===== src/rtl/sssp_pkg.sv =====
`timescale 1ns / 1ps

package sssp_pkg;

    // Event codes carried in the opcode field.
    typedef enum logic [2:0] {
        OP_ZERO_CROSS   = 3'd0,
        OP_FINE_TICK    = 3'd1,
        OP_RAMP_TICK    = 3'd2,
        OP_SAMPLE       = 3'd3,
        OP_START_RAMP   = 3'd4,
        OP_START_MANUAL = 3'd5,
        OP_STOP_RAMP    = 3'd6,
        OP_EMERGENCY    = 3'd7
    } opcode_t;

    // Status codes reported on status_code.
    localparam logic [2:0] STAT_OFF       = 3'd0;
    localparam logic [2:0] STAT_RUNNING   = 3'd1;
    localparam logic [2:0] STAT_HELD      = 3'd2;
    localparam logic [2:0] STAT_TRIP      = 3'd3;
    localparam logic [2:0] STAT_HIGH_CUR  = 3'd4;
    localparam logic [2:0] STAT_RAMP_DONE = 3'd7;

    // Configuration register indexes.
    localparam logic [1:0] CFG_START_ANGLE = 2'd0;
    localparam logic [1:0] CFG_END_ANGLE   = 2'd1;
    localparam logic [1:0] CFG_RAMP_RELOAD = 2'd2;

    localparam int          CFG_INDEX_W  = 2;
    localparam int          CFG_DATA_W   = 16;
    localparam logic [7:0]  RELOAD_RESET = 8'd237;

    // Bit positions inside the mode flags.
    localparam int MF_ZC_EN   = 0;
    localparam int MF_RAMP_EN = 1;
    localparam int MF_UP      = 2;
    localparam int MF_DOWN    = 3;
    localparam int MF_MANUAL  = 4;

    localparam logic [15:0] ANGLE_OFF_FLOOR   = 16'd27000;
    localparam logic [15:0] ANGLE_SAMPLE_MIN  = 16'd44500;
    localparam logic [9:0]  CUR_HOLD_LIMIT    = 10'd500;
    localparam logic [9:0]  CUR_TRIP_LIMIT    = 10'd620;
    localparam logic [9:0]  CUR_RELEASE_LIMIT = 10'd230;
    localparam logic [9:0]  CUR_MAN_HIGH      = 10'd400;
    localparam logic [9:0]  CUR_MAN_TRIP      = 10'd600;
    localparam logic [3:0]  ZC_DIVIDE         = 4'd10;

    typedef struct packed {
        logic [15:0] firing_angle;
        logic [15:0] firing_counter;
        logic        firing_armed;
        logic        gate_level;
        logic        bypass_level;
        logic        active_flag;
        logic [4:0]  mode_flags;
        logic [7:0]  ramp_prescale;
        logic [3:0]  zero_cross_divider;
        logic [2:0]  status_value;
        logic        hold_flag;
    } ctrl_state_t;

    typedef struct packed {
        logic [15:0] ramp_start_angle;
        logic [15:0] ramp_end_angle;
        logic [7:0]  ramp_reload;
    } ctrl_cfg_t;

    typedef struct packed {
        logic       gate_drive;
        logic       bypass_drive;
        logic       motor_on;
        logic [2:0] status_code;
        logic       sample_request;
    } ctrl_result_t;

endpackage


===== src/rtl/sssp_in_if.sv =====
`timescale 1ns / 1ps

interface sssp_in_if;
    logic       valid;
    logic       ready;
    logic [2:0] opcode;
    logic [9:0] current_sample;

    modport source (output valid, output opcode, output current_sample, input ready);
    modport sink (input valid, input opcode, input current_sample, output ready);
endinterface


===== src/rtl/sssp_out_if.sv =====
`timescale 1ns / 1ps

interface sssp_out_if;
    logic       valid;
    logic       ready;
    logic       gate_drive;
    logic       bypass_drive;
    logic       motor_on;
    logic [2:0] status_code;
    logic       sample_request;

    modport source (output valid, output gate_drive, output bypass_drive, output motor_on,
                    output status_code, output sample_request, input ready);
    modport sink (input valid, input gate_drive, input bypass_drive, input motor_on,
                  input status_code, input sample_request, output ready);
endinterface


===== src/rtl/sssp_step.sv =====
`timescale 1ns / 1ps

// Next-state and result logic for one event.
module sssp_step (
    input  sssp_pkg::ctrl_state_t  cur,
    input  sssp_pkg::ctrl_cfg_t    cfg,
    input  logic [2:0]             opcode,
    input  logic [9:0]             current_sample,
    output sssp_pkg::ctrl_state_t  nxt,
    output sssp_pkg::ctrl_result_t res
);
    import sssp_pkg::*;

    ctrl_state_t s;
    logic        req;
    logic        up;

    // Shut-down path shared by a current trip and an emergency stop.
    function automatic ctrl_state_t trip_off(ctrl_state_t st, logic [15:0] start_angle);
        ctrl_state_t t;
        t = st;
        t.firing_armed = 1'b0;
        t.bypass_level = 1'b0;
        t.gate_level = 1'b0;
        t.active_flag = 1'b0;
        t.mode_flags[MF_RAMP_EN] = 1'b0;
        t.mode_flags[MF_MANUAL] = 1'b0;
        t.firing_angle = start_angle;
        return t;
    endfunction

    always_comb
    begin
        s = cur;
        req = 1'b0;
        up = cur.mode_flags[MF_UP];
        unique case (opcode)
            OP_ZERO_CROSS:
            begin
                if (s.mode_flags[MF_ZC_EN] && s.active_flag)
                begin
                    s.zero_cross_divider = s.zero_cross_divider + 4'd1;
                    if (s.zero_cross_divider == ZC_DIVIDE)
                    begin
                        s.zero_cross_divider = '0;
                        req = 1'b1;
                    end
                    s.firing_armed = 1'b1;
                    s.gate_level = 1'b0;
                    s.firing_counter = s.firing_angle;
                end
            end
            OP_FINE_TICK:
            begin
                if (s.firing_armed)
                begin
                    s.firing_counter = s.firing_counter + 16'd1;
                    if (s.firing_counter == '0)
                    begin
                        s.gate_level = 1'b1;
                        s.firing_armed = 1'b0;
                        s.firing_counter = s.firing_angle;
                    end
                end
            end
            OP_RAMP_TICK:
            begin
                if (s.ramp_prescale == 8'hFF)
                begin
                    if (s.mode_flags[MF_RAMP_EN])
                    begin
                        s.ramp_prescale = cfg.ramp_reload;
                        // Upward step first, then the downward step if that is set too.
                        if (s.mode_flags[MF_UP])
                        begin
                            s.firing_angle = s.firing_angle + 16'd1;
                            if (s.firing_angle >= cfg.ramp_end_angle)
                            begin
                                s.mode_flags[MF_RAMP_EN] = 1'b0;
                                s.mode_flags[MF_UP] = 1'b0;
                                s.bypass_level = 1'b1;
                                s.status_value = STAT_RAMP_DONE;
                            end
                        end
                        if (s.mode_flags[MF_DOWN])
                        begin
                            s.firing_angle = s.firing_angle - 16'd1;
                            if (s.firing_angle <= ANGLE_OFF_FLOOR)
                            begin
                                s.mode_flags[MF_RAMP_EN] = 1'b0;
                                s.mode_flags[MF_ZC_EN] = 1'b0;
                                s.mode_flags[MF_DOWN] = 1'b0;
                                s.firing_armed = 1'b0;
                                s.active_flag = 1'b0;
                                s.gate_level = 1'b0;
                                s.firing_counter = '0;
                                s.status_value = STAT_OFF;
                            end
                        end
                    end
                    else
                    begin
                        s.ramp_prescale = '0;
                    end
                end
                else
                begin
                    s.ramp_prescale = s.ramp_prescale + 8'd1;
                end
            end
            OP_SAMPLE:
            begin
                if (s.firing_angle > ANGLE_SAMPLE_MIN && s.active_flag)
                begin
                    if (current_sample > CUR_HOLD_LIMIT && up && !s.hold_flag
                        && !s.mode_flags[MF_MANUAL])
                    begin
                        s.mode_flags[MF_RAMP_EN] = 1'b0;
                        s.hold_flag = 1'b1;
                        s.status_value = STAT_HELD;
                    end
                    if (current_sample > CUR_HOLD_LIMIT && !up)
                    begin
                        s.status_value = STAT_HIGH_CUR;
                    end
                    if (current_sample > CUR_TRIP_LIMIT)
                    begin
                        s = trip_off(s, cfg.ramp_start_angle);
                        s.status_value = STAT_TRIP;
                    end
                    if (current_sample < CUR_RELEASE_LIMIT && s.hold_flag)
                    begin
                        s.mode_flags[MF_RAMP_EN] = 1'b1;
                        s.hold_flag = 1'b0;
                        s.status_value = STAT_RUNNING;
                    end
                end
                if (s.mode_flags[MF_MANUAL])
                begin
                    if (current_sample > CUR_MAN_HIGH)
                    begin
                        s.status_value = STAT_HIGH_CUR;
                    end
                    if (current_sample > CUR_MAN_TRIP)
                    begin
                        s = trip_off(s, cfg.ramp_start_angle);
                        s.status_value = STAT_TRIP;
                    end
                end
            end
            OP_START_RAMP:
            begin
                s.firing_angle = cfg.ramp_start_angle;
                s.firing_armed = 1'b0;
                s.mode_flags[MF_ZC_EN] = 1'b1;
                s.mode_flags[MF_RAMP_EN] = 1'b1;
                s.mode_flags[MF_UP] = 1'b1;
                s.ramp_prescale = cfg.ramp_reload;
                s.firing_counter = cfg.ramp_start_angle;
                s.active_flag = 1'b1;
                s.status_value = STAT_RUNNING;
            end
            OP_START_MANUAL:
            begin
                s.firing_angle = cfg.ramp_start_angle;
                s.mode_flags[MF_ZC_EN] = 1'b1;
                s.mode_flags[MF_MANUAL] = 1'b1;
                s.firing_counter = cfg.ramp_start_angle;
                s.active_flag = 1'b1;
                s.status_value = STAT_RUNNING;
            end
            OP_STOP_RAMP:
            begin
                s.mode_flags[MF_RAMP_EN] = 1'b1;
                s.mode_flags[MF_DOWN] = 1'b1;
                s.mode_flags[MF_UP] = 1'b0;
                s.ramp_prescale = cfg.ramp_reload;
                s.active_flag = 1'b1;
            end
            default:
            begin
                s = trip_off(s, cfg.ramp_start_angle);
            end
        endcase

        // Drives are forced low whenever the controller is not active.
        if (!s.active_flag)
        begin
            s.gate_level = 1'b0;
            s.bypass_level = 1'b0;
        end

        nxt = s;
        res.gate_drive = s.gate_level;
        res.bypass_drive = s.bypass_level;
        res.motor_on = s.active_flag;
        res.status_code = s.status_value;
        res.sample_request = req;
    end

endmodule


===== src/rtl/soft_start_phase_angle_controller_unit.sv =====
`timescale 1ns / 1ps

// Channel   Direction  Beat contents
// item      in         opcode (3), current_sample (10)
// result    out        gate_drive, bypass_drive, motor_on, status_code (3), sample_request
// wr_*      in         wr_en, wr_index (2), wr_data (16); no handshake, no read-back
//
// Every event beat yields exactly one result beat, via the input and then the output register.
// A new beat can be taken every cycle while the result is not stalled: an input register feeds
// the combinational event logic, whose result lands in the output register with the state update.
// The input register frees itself whenever the output register is empty or being drained,
// so a stalled result only blocks the input once both registers are full.
// rst_n clears all control state; zero-cross enable is the only mode flag set after reset.
module soft_start_phase_angle_controller_unit (
    input  logic                               clk,
    input  logic                               rst_n,
    sssp_in_if.sink                            item,
    sssp_out_if.source                         result,
    input  logic                               wr_en,
    input  logic [sssp_pkg::CFG_INDEX_W-1:0]   wr_index,
    input  logic [sssp_pkg::CFG_DATA_W-1:0]    wr_data
);
    import sssp_pkg::*;

    // Controller state right after reset: only zero-cross detection is enabled.
    localparam ctrl_state_t STATE_RESET = '{
        firing_angle:       '0,
        firing_counter:     '0,
        firing_armed:       1'b0,
        gate_level:         1'b0,
        bypass_level:       1'b0,
        active_flag:        1'b0,
        mode_flags:         5'(1 << MF_ZC_EN),
        ramp_prescale:      '0,
        zero_cross_divider: '0,
        status_value:       STAT_OFF,
        hold_flag:          1'b0
    };

    // Input stage.
    logic        in_valid_reg;
    logic [2:0]  opcode_reg;
    logic [9:0]  sample_reg;

    // Configuration registers.
    ctrl_cfg_t   cfg_reg;

    // Controller state and its next value from the event logic.
    ctrl_state_t state_reg;
    ctrl_state_t state_next;
    ctrl_state_t step_state;

    // Output stage.
    logic         out_valid_reg;
    ctrl_result_t result_reg;
    ctrl_result_t step_result;

    logic advance;

    // The event in the input stage is processed when the output register can take its result.
    assign advance = in_valid_reg && (!out_valid_reg || result.ready);
    assign item.ready = !in_valid_reg || advance;

    sssp_step u_step (
        .cur            (state_reg),
        .cfg            (cfg_reg),
        .opcode         (opcode_reg),
        .current_sample (sample_reg),
        .nxt            (step_state),
        .res            (step_result)
    );

    // Writing the start angle also loads the firing angle right away. Writes must only
    // arrive while the block is idle; the block itself does not enforce this.
    always_comb
    begin
        state_next = state_reg;
        if (advance)
        begin
            state_next = step_state;
        end
        if (wr_en && wr_index == CFG_START_ANGLE)
        begin
            state_next.firing_angle = wr_data;
        end
    end

    always_ff @(posedge clk or negedge rst_n)
    begin
        if (!rst_n)
        begin
            in_valid_reg <= 1'b0;
            out_valid_reg <= 1'b0;
            cfg_reg <= '{ramp_start_angle: '0, ramp_end_angle: '0, ramp_reload: RELOAD_RESET};
            state_reg <= STATE_RESET;
        end
        else
        begin
            if (item.ready)
            begin
                in_valid_reg <= item.valid;
            end
            if (advance)
            begin
                out_valid_reg <= 1'b1;
            end
            else if (result.ready)
            begin
                out_valid_reg <= 1'b0;
            end
            if (wr_en)
            begin
                unique case (wr_index)
                    CFG_START_ANGLE: cfg_reg.ramp_start_angle <= wr_data;
                    CFG_END_ANGLE:   cfg_reg.ramp_end_angle <= wr_data;
                    CFG_RAMP_RELOAD: cfg_reg.ramp_reload <= wr_data[7:0];
                    default:         ;
                endcase
            end
            state_reg <= state_next;
        end
    end

    // Payload registers carry no reset.
    always_ff @(posedge clk)
    begin
        if (item.valid && item.ready)
        begin
            opcode_reg <= item.opcode;
            sample_reg <= item.current_sample;
        end
        if (advance)
        begin
            result_reg <= step_result;
        end
    end

    assign result.valid = out_valid_reg;
    assign result.gate_drive = result_reg.gate_drive;
    assign result.bypass_drive = result_reg.bypass_drive;
    assign result.motor_on = result_reg.motor_on;
    assign result.status_code = result_reg.status_code;
    assign result.sample_request = result_reg.sample_request;

    // A reported drive or sample request implies the controller was active.
    a_drives_need_active: assert property (@(posedge clk) disable iff (!rst_n)
        out_valid_reg && !result_reg.motor_on |->
            !result_reg.gate_drive && !result_reg.bypass_drive && !result_reg.sample_request)
        else $error("drive or sample request reported while motor is off");

    // An event held in the input stage keeps its contents until it is processed.
    a_input_stage_holds: assert property (@(posedge clk) disable iff (!rst_n)
        in_valid_reg && !advance |=>
            in_valid_reg && $stable(opcode_reg) && $stable(sample_reg))
        else $error("input stage changed before its event was processed");

    // A processed event always leaves a result in the output register.
    a_result_follows: assert property (@(posedge clk) disable iff (!rst_n)
        advance |=> out_valid_reg)
        else $error("processed event left no result");

    // An inactive controller never holds its gate or bypass high.
    a_state_inactive: assert property (@(posedge clk) disable iff (!rst_n)
        !state_reg.active_flag |-> !state_reg.gate_level && !state_reg.bypass_level)
        else $error("gate or bypass level set while inactive");

endmodule

===== src/flat_wrapper.sv =====
// flat-port wrapper written by rule: the top's interface ports become plain ports
module soft_start_phase_angle_controller_unit_flat import sssp_pkg::*;
  (clk, rst_n, wr_en, wr_index, wr_data, item_valid, item_opcode, item_current_sample, item_ready, result_valid, result_gate_drive, result_bypass_drive, result_motor_on, result_status_code, result_sample_request, result_ready);
  sssp_in_if item_i ();
  sssp_out_if result_i ();
  input  logic clk;
  input  logic rst_n;
  input  logic wr_en;
  input  logic [sssp_pkg::CFG_INDEX_W-1:0] wr_index;
  input  logic [sssp_pkg::CFG_DATA_W-1:0] wr_data;
  input wire logic [$bits(item_i.valid)-1:0] item_valid;
  input wire logic [$bits(item_i.opcode)-1:0] item_opcode;
  input wire logic [$bits(item_i.current_sample)-1:0] item_current_sample;
  output wire logic [$bits(item_i.ready)-1:0] item_ready;
  output wire logic [$bits(result_i.valid)-1:0] result_valid;
  output wire logic [$bits(result_i.gate_drive)-1:0] result_gate_drive;
  output wire logic [$bits(result_i.bypass_drive)-1:0] result_bypass_drive;
  output wire logic [$bits(result_i.motor_on)-1:0] result_motor_on;
  output wire logic [$bits(result_i.status_code)-1:0] result_status_code;
  output wire logic [$bits(result_i.sample_request)-1:0] result_sample_request;
  input wire logic [$bits(result_i.ready)-1:0] result_ready;
  assign item_i.valid = item_valid;
  assign item_i.opcode = item_opcode;
  assign item_i.current_sample = item_current_sample;
  assign item_ready = item_i.ready;
  assign result_valid = result_i.valid;
  assign result_gate_drive = result_i.gate_drive;
  assign result_bypass_drive = result_i.bypass_drive;
  assign result_motor_on = result_i.motor_on;
  assign result_status_code = result_i.status_code;
  assign result_sample_request = result_i.sample_request;
  assign result_i.ready = result_ready;
  soft_start_phase_angle_controller_unit u_core (.clk(clk), .rst_n(rst_n), .item(item_i), .result(result_i), .wr_en(wr_en), .wr_index(wr_index), .wr_data(wr_data));
endmodule

===== config.mk =====
export PLATFORM = sky130hd
export DESIGN_NAME = soft_start_phase_angle_controller_unit_flat
export DESIGN_NICKNAME = d
export VERILOG_FILES = /design/src/rtl/sssp_pkg.sv /design/src/rtl/sssp_in_if.sv /design/src/rtl/sssp_out_if.sv /design/src/rtl/sssp_step.sv /design/src/rtl/soft_start_phase_angle_controller_unit.sv /design/src/flat_wrapper.sv
export SDC_FILE = /design/constraint.sdc
export NUM_CORES = 1
export LEC_CHECK = 0
export ABC_CLOCK_PERIOD_IN_PS = 10000
export BUFFER_PORTS_ARGS = -buffer_cell sky130_fd_sc_hd__buf_4
export CAP_MARGIN = 25
export CORE_MARGIN = 1.5
export CORE_UTILIZATION = 25
export CTS_CLUSTER_DIAMETER = 150
export CTS_CLUSTER_SIZE = 25
export DETAILED_ROUTE_END_ITERATION = 6
export GPL_TIMING_DRIVEN = 0
export PLACE_DENSITY = 0.38
export SLEW_MARGIN = 25
export SYNTH_ARGS = -nofsm -noshare
export SYNTH_HDL_FRONTEND = slang
export SYNTH_SLANG_ARGS = --single-unit

===== constraint.sdc =====
create_clock -name clk -period 10 [get_ports clk]
set_input_delay 1 -clock clk [delete_from_list [all_inputs] [get_ports clk]]
set_output_delay 1 -clock clk [all_outputs]
set_load 0.005 [all_outputs]

After elaboration in Yosys (flattened, before gate mapping)
Index checks and enable logic that the tools add are counted.
{"block": "op_classes", "addsub": 5, "order_cmp": 8, "eq_ne": 19, "muxes": 66, "bitwise_logic": 3, "n_reduce_logical": 52}
{"operator": "57-bit 2-to-1 mux", "count": 8}
{"operator": "16-bit 2-to-1 mux", "count": 5}
{"operator": "16-bit case mux with 5 select lines", "count": 1}
{"operator": "18-bit 2-to-1 mux", "count": 4}
{"operator": "36-bit 2-to-1 mux", "count": 2}
{"operator": "16-bit case mux with 3 select lines", "count": 1}
{"operator": "34-bit 2-to-1 mux", "count": 1}
{"operator": "16-bit by 1-bit adder with 16-bit output, second input constant", "count": 2}
{"operator": "3-bit 2-to-1 mux", "count": 8}
{"operator": "4-bit 2-to-1 mux", "count": 6}
{"operator": "8-bit case mux with 3 select lines", "count": 1}
{"operator": "10-bit greater-than comparator, second input constant", "count": 2}
{"operator": "10-bit by 9-bit greater-than comparator with 1-bit output, second input constant", "count": 2}
{"operator": "16-bit >= comparator", "count": 1}
{"operator": "16-bit greater-than comparator, second input constant", "count": 1}
{"operator": "16-bit by 15-bit <= comparator with 1-bit output, second input constant", "count": 1}
{"operator": "16-bit zero test", "count": 1}
{"operator": "8-bit 2-to-1 mux", "count": 2}
{"operator": "16-bit by 1-bit subtractor with 16-bit output, second input constant", "count": 1}
{"operator": "2-bit AND reduction", "count": 7}
{"operator": "1-bit 2-to-1 mux", "count": 12}
{"operator": "1-bit case mux with 3 select lines", "count": 4}
{"operator": "1-bit logical AND", "count": 10}
{"operator": "10-bit by 8-bit < comparator with 1-bit output, second input constant", "count": 1}
{"operator": "37 further kinds", "count": 69}
{"block": "totals", "reg_bits": 119, "input_bits": 36, "output_inout_bits": 9}

Logic depth before layout (Yosys ltp)
Gate-level depths: netlist of run 1.
{"block": "logic_depth", "ltp_word": 20, "ltp_mapped": 16}

Cells and area by module
Synthesis of run 1 repeated with hierarchy kept, for this count alone.
{"block": "unflattened", "cells_unflattened": 1064, "area_unflattened_um2": 9080.0}
{"module": "sssp_step", "instances": 1, "cells_per_inst": 772, "area_per_inst_um2": 4609.4, "seq_area_each_um2": 0.0}
{"module": "soft_start_phase_angle_controller_unit", "instances": 1, "cells_per_inst": 292, "area_per_inst_um2": 4470.5, "seq_area_each_um2": 3086.7}

Least setup slack after synthesis of run 1
OpenSTA, ideal clock, no wires.
{"block": "synth_timing", "path_kind": "register -> register", "startpoint": "register u_core.state_reg[41] in the netlist's numbering", "endpoint": "register u_core.state_reg[31] in the netlist's numbering", "arrival_ns": 3.489, "required_ns": 9.879, "setup_slack_ns": 6.390, "path_stages_with_launch": 15, "path_buffers": 2, "synth_period_minus_slack_ns": 3.610, "cell_sequence": "dfrtp_1 > buf_6 > inv_1 > ha_1 > mux2i_1 > ha_1 > nand3_1 > a2111oi_4 > and2_1 > and4b_1 > o32a_1 > o22a_2 > o31a_4 > buf_6 > a22o_1"}
{"block": "synth_between", "elab_chain_len": 9}
{"item": "start: declaration", "line_no": "soft_start_phase_angle_controller_unit.sv:49", "rtl": "ctrl_state_t state_reg;"}
{"item": "start signal: assignment", "line_no": "soft_start_phase_angle_controller_unit.sv:120", "rtl": "state_reg <= state_next;"}
{"item": "16-bit by 1-bit adder with 16-bit output", "line_no": "sssp_step.sv:76", "rtl": "s.firing_angle = s.firing_angle + 16'd1;"}
{"item": "16-bit 2-to-1 mux", "line_no": "sssp_step.sv:74", "rtl": "if (s.mode_flags[MF_UP])"}
{"item": "16-bit 2-to-1 mux", "line_no": "sssp_step.sv:70", "rtl": "if (s.mode_flags[MF_RAMP_EN])"}
{"item": "16-bit 2-to-1 mux", "line_no": "sssp_step.sv:68", "rtl": "if (s.ramp_prescale == 8'hFF)"}
{"item": "16-bit 2-to-1 mux", "line_no": "sssp_step.sv:37", "rtl": "unique case (opcode)"}
{"item": "16-bit by 1-bit subtractor with 16-bit output", "line_no": "sssp_step.sv:87", "rtl": "s.firing_angle = s.firing_angle - 16'd1;"}
{"item": "16-bit by 15-bit <= comparator with 1-bit output", "line_no": "sssp_step.sv:88", "rtl": "if (s.firing_angle <= ANGLE_OFF_FLOOR)"}
{"item": "2-bit inequality test (no source line)"}
{"item": "8-bit AND reduction (no source line)"}
Parallel ways exist; a longest one is shown, timed or not. The select of a mux whose other input is x is not followed.
A chain may end at the register's enable or synchronous reset.

Worst setup path in the final report of run 1
{"block": "layout_timing", "startpoint": "register u_core.state_reg[41] in the netlist's numbering", "endpoint": "register u_core.state_reg[54] in the netlist's numbering"}
{"block": "layout_between", "elab_chain_len": 12}
{"item": "16-bit by 1-bit adder with 16-bit output", "line_no": "sssp_step.sv:76"}
{"item": "16-bit 2-to-1 mux", "line_no": "sssp_step.sv:74"}
{"item": "16-bit 2-to-1 mux", "line_no": "sssp_step.sv:70"}
{"item": "16-bit 2-to-1 mux", "line_no": "sssp_step.sv:68"}
{"item": "16-bit 2-to-1 mux", "line_no": "sssp_step.sv:37"}
{"item": "16-bit by 1-bit subtractor with 16-bit output", "line_no": "sssp_step.sv:87"}
{"item": "34-bit 2-to-1 mux", "line_no": "sssp_step.sv:85", "rtl": "if (s.mode_flags[MF_DOWN])"}
{"item": "36-bit 2-to-1 mux", "line_no": "sssp_step.sv:70"}
{"item": "36-bit 2-to-1 mux", "line_no": "sssp_step.sv:68"}
{"item": "16-bit case mux with 3 select lines (*)", "line_no": "sssp_step.sv:37"}
{"item": "57-bit 2-to-1 mux (*)", "line_no": "soft_start_phase_angle_controller_unit.sv:78", "rtl": "if (advance)"}
{"item": "16-bit 2-to-1 mux (*)", "line_no": "soft_start_phase_angle_controller_unit.sv:82", "rtl": "if (wr_en && wr_index == CFG_START_ANGLE)"}
Every way passes the cells marked *; elsewhere a longest branch is shown, timed or not. The select of a mux whose other input is x is not followed.

==> results of run 1 <==
stage by stage:
stage	instance area [um^2]	utilization, %	worst slack (ps)	cells
5_1_grt	10100	30.0	4920	1505
3_5_place_dp	9460	28.2	5180	1473
3_3_place_gp	9420	28.1	5200	1471
6_report	10100	30.0	5190	1505
4_1_cts	10100	30.0	5140	1505
2_1_floorplan	8530	-	6390	979
kinds of logic after synthesis:
group,Yosys count,synth area share [%]
simple gates,382,22.4
compound gates,273,23.2
flops,119,36.2
buf+inv,96,5.08
xor+xnor,59,6.24
mux,29,3.77
fa+ha+maj,21,3.08
report_power, final:
part / switching [W] / internal (W)
Clock: 0.000253 / 0.000391
Combinational: 0.000460 / 0.000304
Sequential: 0.000111 / 0.000604
Total: 0.000824 / 0.00130
layout by cell type, fill, tap and decap left out, drive strengths merged, types with 5 or more instances in the layout:
cell type  instances
nand2            140
dfrtp             92
buf               68
nor2              64
clkbuf            62
o21ai             57
a21oi             52
xnor2             41
nand3             41
inv               36
nor3              27
mux2              25
a22o              24
ha                21
edfxtp            20
xor2              18
a222oi            17
o211ai            16
nand2b            15
a21o              15
a211oi            15
nand4             14
a31oi             12
and2              12
nor2b             11
and3              10
nor3b             10
nor4              10
a221oi             8
nand3b             8
a221o              7
dfstp              7
or3                6
a211o              5
o21a               5
critical path: stages, from the launching register on:
cell and delay [ps]:
dfrtp_1 470, buf_6 190, inv_1 170, ha_1 190, nor2b_1 50, o21ai_0 220
a21oi_1 130, o211a_1 220, o21ai_0 670, a211oi_1 280, nor3b_1 840, clkbuf_1 570
a22o_1 230, a222oi_1 100, a211oi_1 300, a21o_1 110
layer usage:
metal	vias up	routed length (um)	GRT usage, %
met5	-	0	0
met2	183	13500	27.1
met1	3807	14800	24.7
met4	0	571	6.22
met3	31	1000	2.10
li1	3745	-	-
worst max-delay path by stage:
stage          slack, ps                        startpoint                                      to
2_1_floorplan       6390  u_core.state_reg[41]$_DFFE_PN0P_        u_core.state_reg[31]$_DFFE_PN0P_
3_3_place_gp        5200  u_core.state_reg[41]$_DFFE_PN0P_  u_core.result.status_code[1]$_DFFE_PP_
3_5_place_dp        5180  u_core.state_reg[41]$_DFFE_PN0P_        u_core.state_reg[55]$_DFFE_PN0P_
4_1_cts             5140  u_core.state_reg[41]$_DFFE_PN0P_        u_core.state_reg[54]$_DFFE_PN0P_
5_1_grt             4920  u_core.state_reg[41]$_DFFE_PN0P_        u_core.state_reg[54]$_DFFE_PN0P_
6_report            5190  u_core.state_reg[41]$_DFFE_PN0P_        u_core.state_reg[54]$_DFFE_PN0P_
area by class of cell:
cell class | instances | area [um^2]
Clock buffer | 20 | 468
Multi-Input combinational cell | 764 | 5010
Inverter | 32 | 120
Fill cell | 3695 | 23500
Tap cell | 448 | 561
Buffer | 64 | 313
Sequential cell | 119 | 3090
Clock inverter | 12 | 139
Timing Repair Buffer | 46 | 367
==> flow_summary.yaml, run 1 <==
hold_path:
  hold_path.class: "input pin to async pin"
place:
  gp_congestion: 0.813
  port-buffer-count: 44
  dpl.hpwl_um: 22800
setup_path:
  reg2reg_from: "u_core.state_reg[41]$_DFFE_PN0P_"
  reg2reg_slack_ps: 5190
  r2r_end: "u_core.state_reg[54]$_DFFE_PN0P_"
  path_class: "flop to flop"
  startpoint_type: "flop"
  crit_path_max_fanout: 10
  endpoint_kind: "flop"
  crit_required_ps: 10380
  ff2ff_path_depth: 15
  arrival_ps: 5190
cts:
  cts.path.max_buffers: 2
  cts_buffers: 17
  clkLatencyLatePin_ps: 440
  cts-root-buf: "clkbuf_16"
  cts_tree: "built"
  cts_resized: 0
  postCtsHoldBufs: 0
  numClockSinks: 119
  cts_setup_buffers: 0
  htreeDepth: 4
  cts.clk_slew.worst_paths_ps: 60
sta:
  fmax_mhz: 208
  slew_viol_final: 0
  relSlewSlack_pct: 27.6
  rsz0062_at_grt: "false"
  fin_crit_ps: 4810
  fin_crit_sh_pct: 48.1
  hold_violations: 0
  setup_viol: 0
  fin_tns_setup_ps: 0
  finalHoldWorstSlack_ps: 490
  worst_pin_slew_ps: 1080
  clock_skew_ps: 11.1
synth:
  ys_seq_elements: 119
  synthesis.nets: 1036
  synth_area_per_cell_um2: 8.71
  synth_edf_count: 20
  synth_top_area_share_pct: 27.0
  netlist_area_um2: 8530
  synth_ff_type: "dfrtp_1"
  netlist_instances: 979
  synth_common_cells: "139 x nand2_1, 92 x dfrtp_1, 64 x nor2_1"
  yosysSeqAreaShare_pct: 36.2
  synth.area.top_cells: "dfrtp_1 27%, edfxtp_1 7.0%, nand2_1 6.1%"
  synth_largest_area_cell: "dfrtp_1"
  synth.distinct_cells: 83
  synth_warnings: 0
  yosysMostFrequentCell: "nand2_1"
  ys_async_sr_fraction_pct: 83.2
drt:
  viasPerCell: 5.16
  drc: 0
  ant_nets: 0
  wl_um: 29900
  first_pass_iters: 7
  vias: 7766
  wl_per_cell_um: 19.9
  drt-initial-drc-count: 563
floorplanning:
  dieArea_um2: 35200
  num_rows: 67
  die_h_um: 188
  die_x_um: 188
  start_util_pct: 25.4
  ioPinCount: 45
  coreArea_um2: 33500
final_layout:
  num-nets-final: 1101
  largest_reg_flops: 53
  insertedDiodeCount: 0
  syn2layout_area_growth_pct: 18.1
  drive_above_1_share_pct: 15.1
power:
  power_w: 0.00212
  powerDensity_nw_per_um2: 211
  leakage_nw: 3.95
  peakVddDrop_mv: 0.137
global_routing:
  grt_antenna_before_repair: 0
  grt_usage_pct: 17.4
  grt_pass1_wl_um: 46700
  grt-ovfl-total: 0
  grt_pass1_vias: 7631
  grt_max_degree: 55
status:
  run_status: "completed"
run:
  maxCapViolCount: 0
Power figures use the tool's default switching activity.
==> run 2: changes to the inputs <==
--- a/config.mk
+++ b/config.mk
@@ -5,7 +5,8 @@
 export SDC_FILE = /design/constraint.sdc
 export NUM_CORES = 1
 export LEC_CHECK = 0
-export ABC_CLOCK_PERIOD_IN_PS = 10000
+export ABC_AREA = 1
+export ABC_CLOCK_PERIOD_IN_PS = 4200
 export BUFFER_PORTS_ARGS = -buffer_cell sky130_fd_sc_hd__buf_4
 export CAP_MARGIN = 25
 export CORE_MARGIN = 1.5
@@ -14,7 +15,7 @@
 export CTS_CLUSTER_SIZE = 25
 export DETAILED_ROUTE_END_ITERATION = 6
 export GPL_TIMING_DRIVEN = 0
-export PLACE_DENSITY = 0.38
+export PLACE_DENSITY = 0.4
 export SLEW_MARGIN = 25
 export SYNTH_ARGS = -nofsm -noshare
 export SYNTH_HDL_FRONTEND = slang
==> constraint.sdc (replaced) <==
create_clock -name clk -period 4.2 [get_ports clk]
set_input_delay 0.42 -clock clk [delete_from_list [all_inputs] [get_ports clk]]
set_output_delay 0.42 -clock clk [all_outputs]
set_load 0.005 [all_outputs]
==> run 2 against run 1 <==
Global-route usage grew 0.45 points. Synthesized cell count increased by 27%. Clock power up 130%. Cell area is 0.73% lower. Sequential power grew 130%. Core utilization decreased by 0.15 points. Routed wire length is 1.7% higher. Largest power group unchanged. Highest routed layer unchanged.
==> flow_summary.yaml, run 2 <==
status:
  run_status: "completed"
sta:
  fin_crit_sh_pct: 91.6
  clock_skew_ps: 9.42
  rsz0062_at_grt: "false"
  setup_viol: 0
  fin_crit_ps: 3850
  fmax_mhz: 260
  hold_violations: 0
  fin_tns_setup_ps: 0
  relSlewSlack_pct: 36.4
  slew_viol_final: 0
  worst_pin_slew_ps: 948
setup_path:
  path_class: "flop to flop"
  crit_path_max_fanout: 8
  reg2reg_from: "u_core.state_reg[42]$_DFFE_PN0P_"
  cp_top_family: "simple AND/OR/NAND/NOR gates"
  crit_path_frequent_cell: "nand3_1"
  path_buf_inv: 2
  path_cells: "inv_1 > ha_1 > inv_1 > nand2_1 > o21ai_1 > ha_1 > nand3_1 > nor2_1 > nand3_1 > nor2_2 > nand3_1 > nand2_1 > nand2_1 > nor2_1 > nand4_1 > nand3_1 > nand3_1 > nand2_1 > nand3_1"
  endpoint_kind: "flop"
  slowest_delay_ps: 470
  critPathSlowestCell: "dfrtp_2"
  crit_required_ps: 4360
  arrival_ps: 4010
  startpoint: "u_core.state_reg[42]$_DFFE_PN0P_"
  startpoint_type: "flop"
synth:
  yosysMostFrequentCell: "nand2_1"
  synth_top_area_share_pct: 27.2
  netlist_instances: 1246
  yosysSeqAreaShare_pct: 36.4
  synth_edf_count: 20
  synth_common_cells: "329 x nand2_1, 172 x inv_1, 117 x nor2_1"
  synth_largest_area_cell: "dfrtp_1"
  netlist_area_um2: 8480
  ys_seq_elements: 119
  synth.area.top_cells: "dfrtp_1 27%, nand2_1 15%, inv_1 7.6%"
  synth_ff_type: "dfrtp_1"
  synth_area_per_cell_um2: 6.81
  synth.distinct_cells: 45
  synth_warnings: 0
  synthesis.nets: 1303
  ys_async_sr_fraction_pct: 83.2
place:
  gp_congestion: 0.895
  dpl.hpwl_um: 24000
  port-buffer-count: 44
drt:
  drc: 0
  ant_nets: 0
  wl_um: 30400
  wl_per_cell_um: 17.1
  vias: 8519
  first_pass_iters: 5
  drt-initial-drc-count: 664
  viasPerCell: 4.80
cts:
  cts.clk_slew.worst_paths_ps: 60
  cts.path.max_buffers: 2
  cts_tree: "built"
  clkLatencyLatePin_ps: 440
  cts-root-buf: "clkbuf_16"
  cts_buffers: 17
  htreeDepth: 4
  cts_setup_buffers: 0
  numClockSinks: 119
global_routing:
  grt_antenna_before_repair: 0
  grt_pass1_vias: 8447
  grt-ovfl-total: 0
  grt_max_degree: 60
  grt_usage_pct: 17.8
  grt_pass1_wl_um: 48100
final_layout:
  largest_reg_flops: 53
  syn2layout_area_growth_pct: 17.8
  multi_input_comb_area_um2: 4540
  seq_area_um2: 3090
  drive_above_1_share_pct: 9.81
  insertedDiodeCount: 0
  fillCellCount: 3710
  final_common_cell: "nand2_1"
  num-nets-final: 1369
  layout_common_cells: "329 x nand2_1, 172 x inv_1, 116 x nor2_1, 99 x o21ai_0, 97 x nand3_1"
floorplanning:
  num_rows: 67
  start_util_pct: 25.4
  coreArea_um2: 33400
  dieArea_um2: 35000
  ioPinCount: 45
  die_x_um: 187
  die_h_um: 187
power:
  powerDensity_nw_per_um2: 506
  peakVddDrop_mv: 0.300
  combPwrFrac_pct: 37.9
  clkPwrFrac_pct: 28.9
  internal_power_w: 0.00288
  power_w: 0.00506
  seq_power_share_pct: 33.2
  leakage_nw: 4.68
  switching_power_w: 0.00218
  switching_share_pct: 43.0
run:
  maxCapViolCount: 0
hold_path:
  hold_path.class: "input pin to flop"
  hold_start: "item_current_sample[1]"
==> run 2: final timing paths <==
path | endpoint | slack [ps] | depth (start not counted)
worst max-delay path | u_core.result.status_code[0]$_DFFE_PP_ | 350 | 19
worst min-delay path | u_core.sample_reg[1]$_DFFE_PP_ | 160 | 1
worst max register to register | u_core.result.status_code[0]$_DFFE_PP_ | 350 | 19
worst min register to register | u_core.cfg_reg[13]$_DFFE_PN0P_ | 480 | 2
max in group asynchronous | u_core.state_reg[16]$_DFFE_PN1P_ | 3040 | 3
min in group asynchronous | u_core.cfg_reg[19]$_DFFE_PN0P_ | 460 | 2
==> run 2: per-layer routing <==
layer	track usage, %	share of wire [%]
met5	0	0
met4	4.25	1.2
met3	2.81	4.0
met2	29.6	46
met1	24.3	48
==> run 2: power groups by stage <==
| stage | Sequential [W] | Clock, W | Combinational (W) |
|---|---|---|---|
| 6_report | 0.00168 | 0.00146 | 0.00192 |
| 5_1_grt | 0.00171 | 0.00155 | 0.00219 |
| 4_1_cts | 0.00168 | 0.00151 | 0.00191 |
| 3_5_place_dp | 0.00169 | 0 | 0.00190 |
| 3_3_place_gp | 0.00169 | 0 | 0.00189 |
| 2_1_floorplan | 0.00162 | 0 | 0.00133 |
==> run 2: per-stage QoR <==
step / cell area [um^2] / setup WS (ps) / cells / hold WS [ps] / utilization [%]
6_report: 9990 / 352 / 1773 / 155 / 29.9
5_1_grt: 9990 / 80.0 / 1773 / 134 / 29.9
4_1_cts: 9990 / 208 / 1773 / 138 / 29.9
3_5_place_dp: 9410 / 243 / 1740 / 366 / 28.1
3_3_place_gp: 9370 / 259 / 1738 / 469 / 28.0
2_1_floorplan: 8480 / 1300 / 1246 / 124 / -
==> run 2: repair_timing <==
item,in CTS,in global routing
resized for setup,0,3
endpoints found under the hold margin,34,0
endpoints found under the setup margin,0,26
hold buffers,1,0
==> run 2: cells by family after synthesis <==
logic type,after synthesis,share of synthesized area (%)
buffers and inverters,217,10.1
XOR/XNOR,22,2.27
adder cells (fa/ha/maj),21,3.10
flip-flops,119,36.4
AO/OA/AOI/OAI,253,17.2
AND/OR/NAND/NOR,613,30.8
multiplexers,1,0.133
==> run 2: final cells by class <==
type                    instances  area share (%)
multi-input cells             910            45.4
flip-flops and latches        119            30.9
repair buffers                 47            3.77
clock inverters                14            1.40
plain buffers                  36            1.74
clock buffers                  18            4.30
inverters                     181            6.83
well taps                     448            5.61
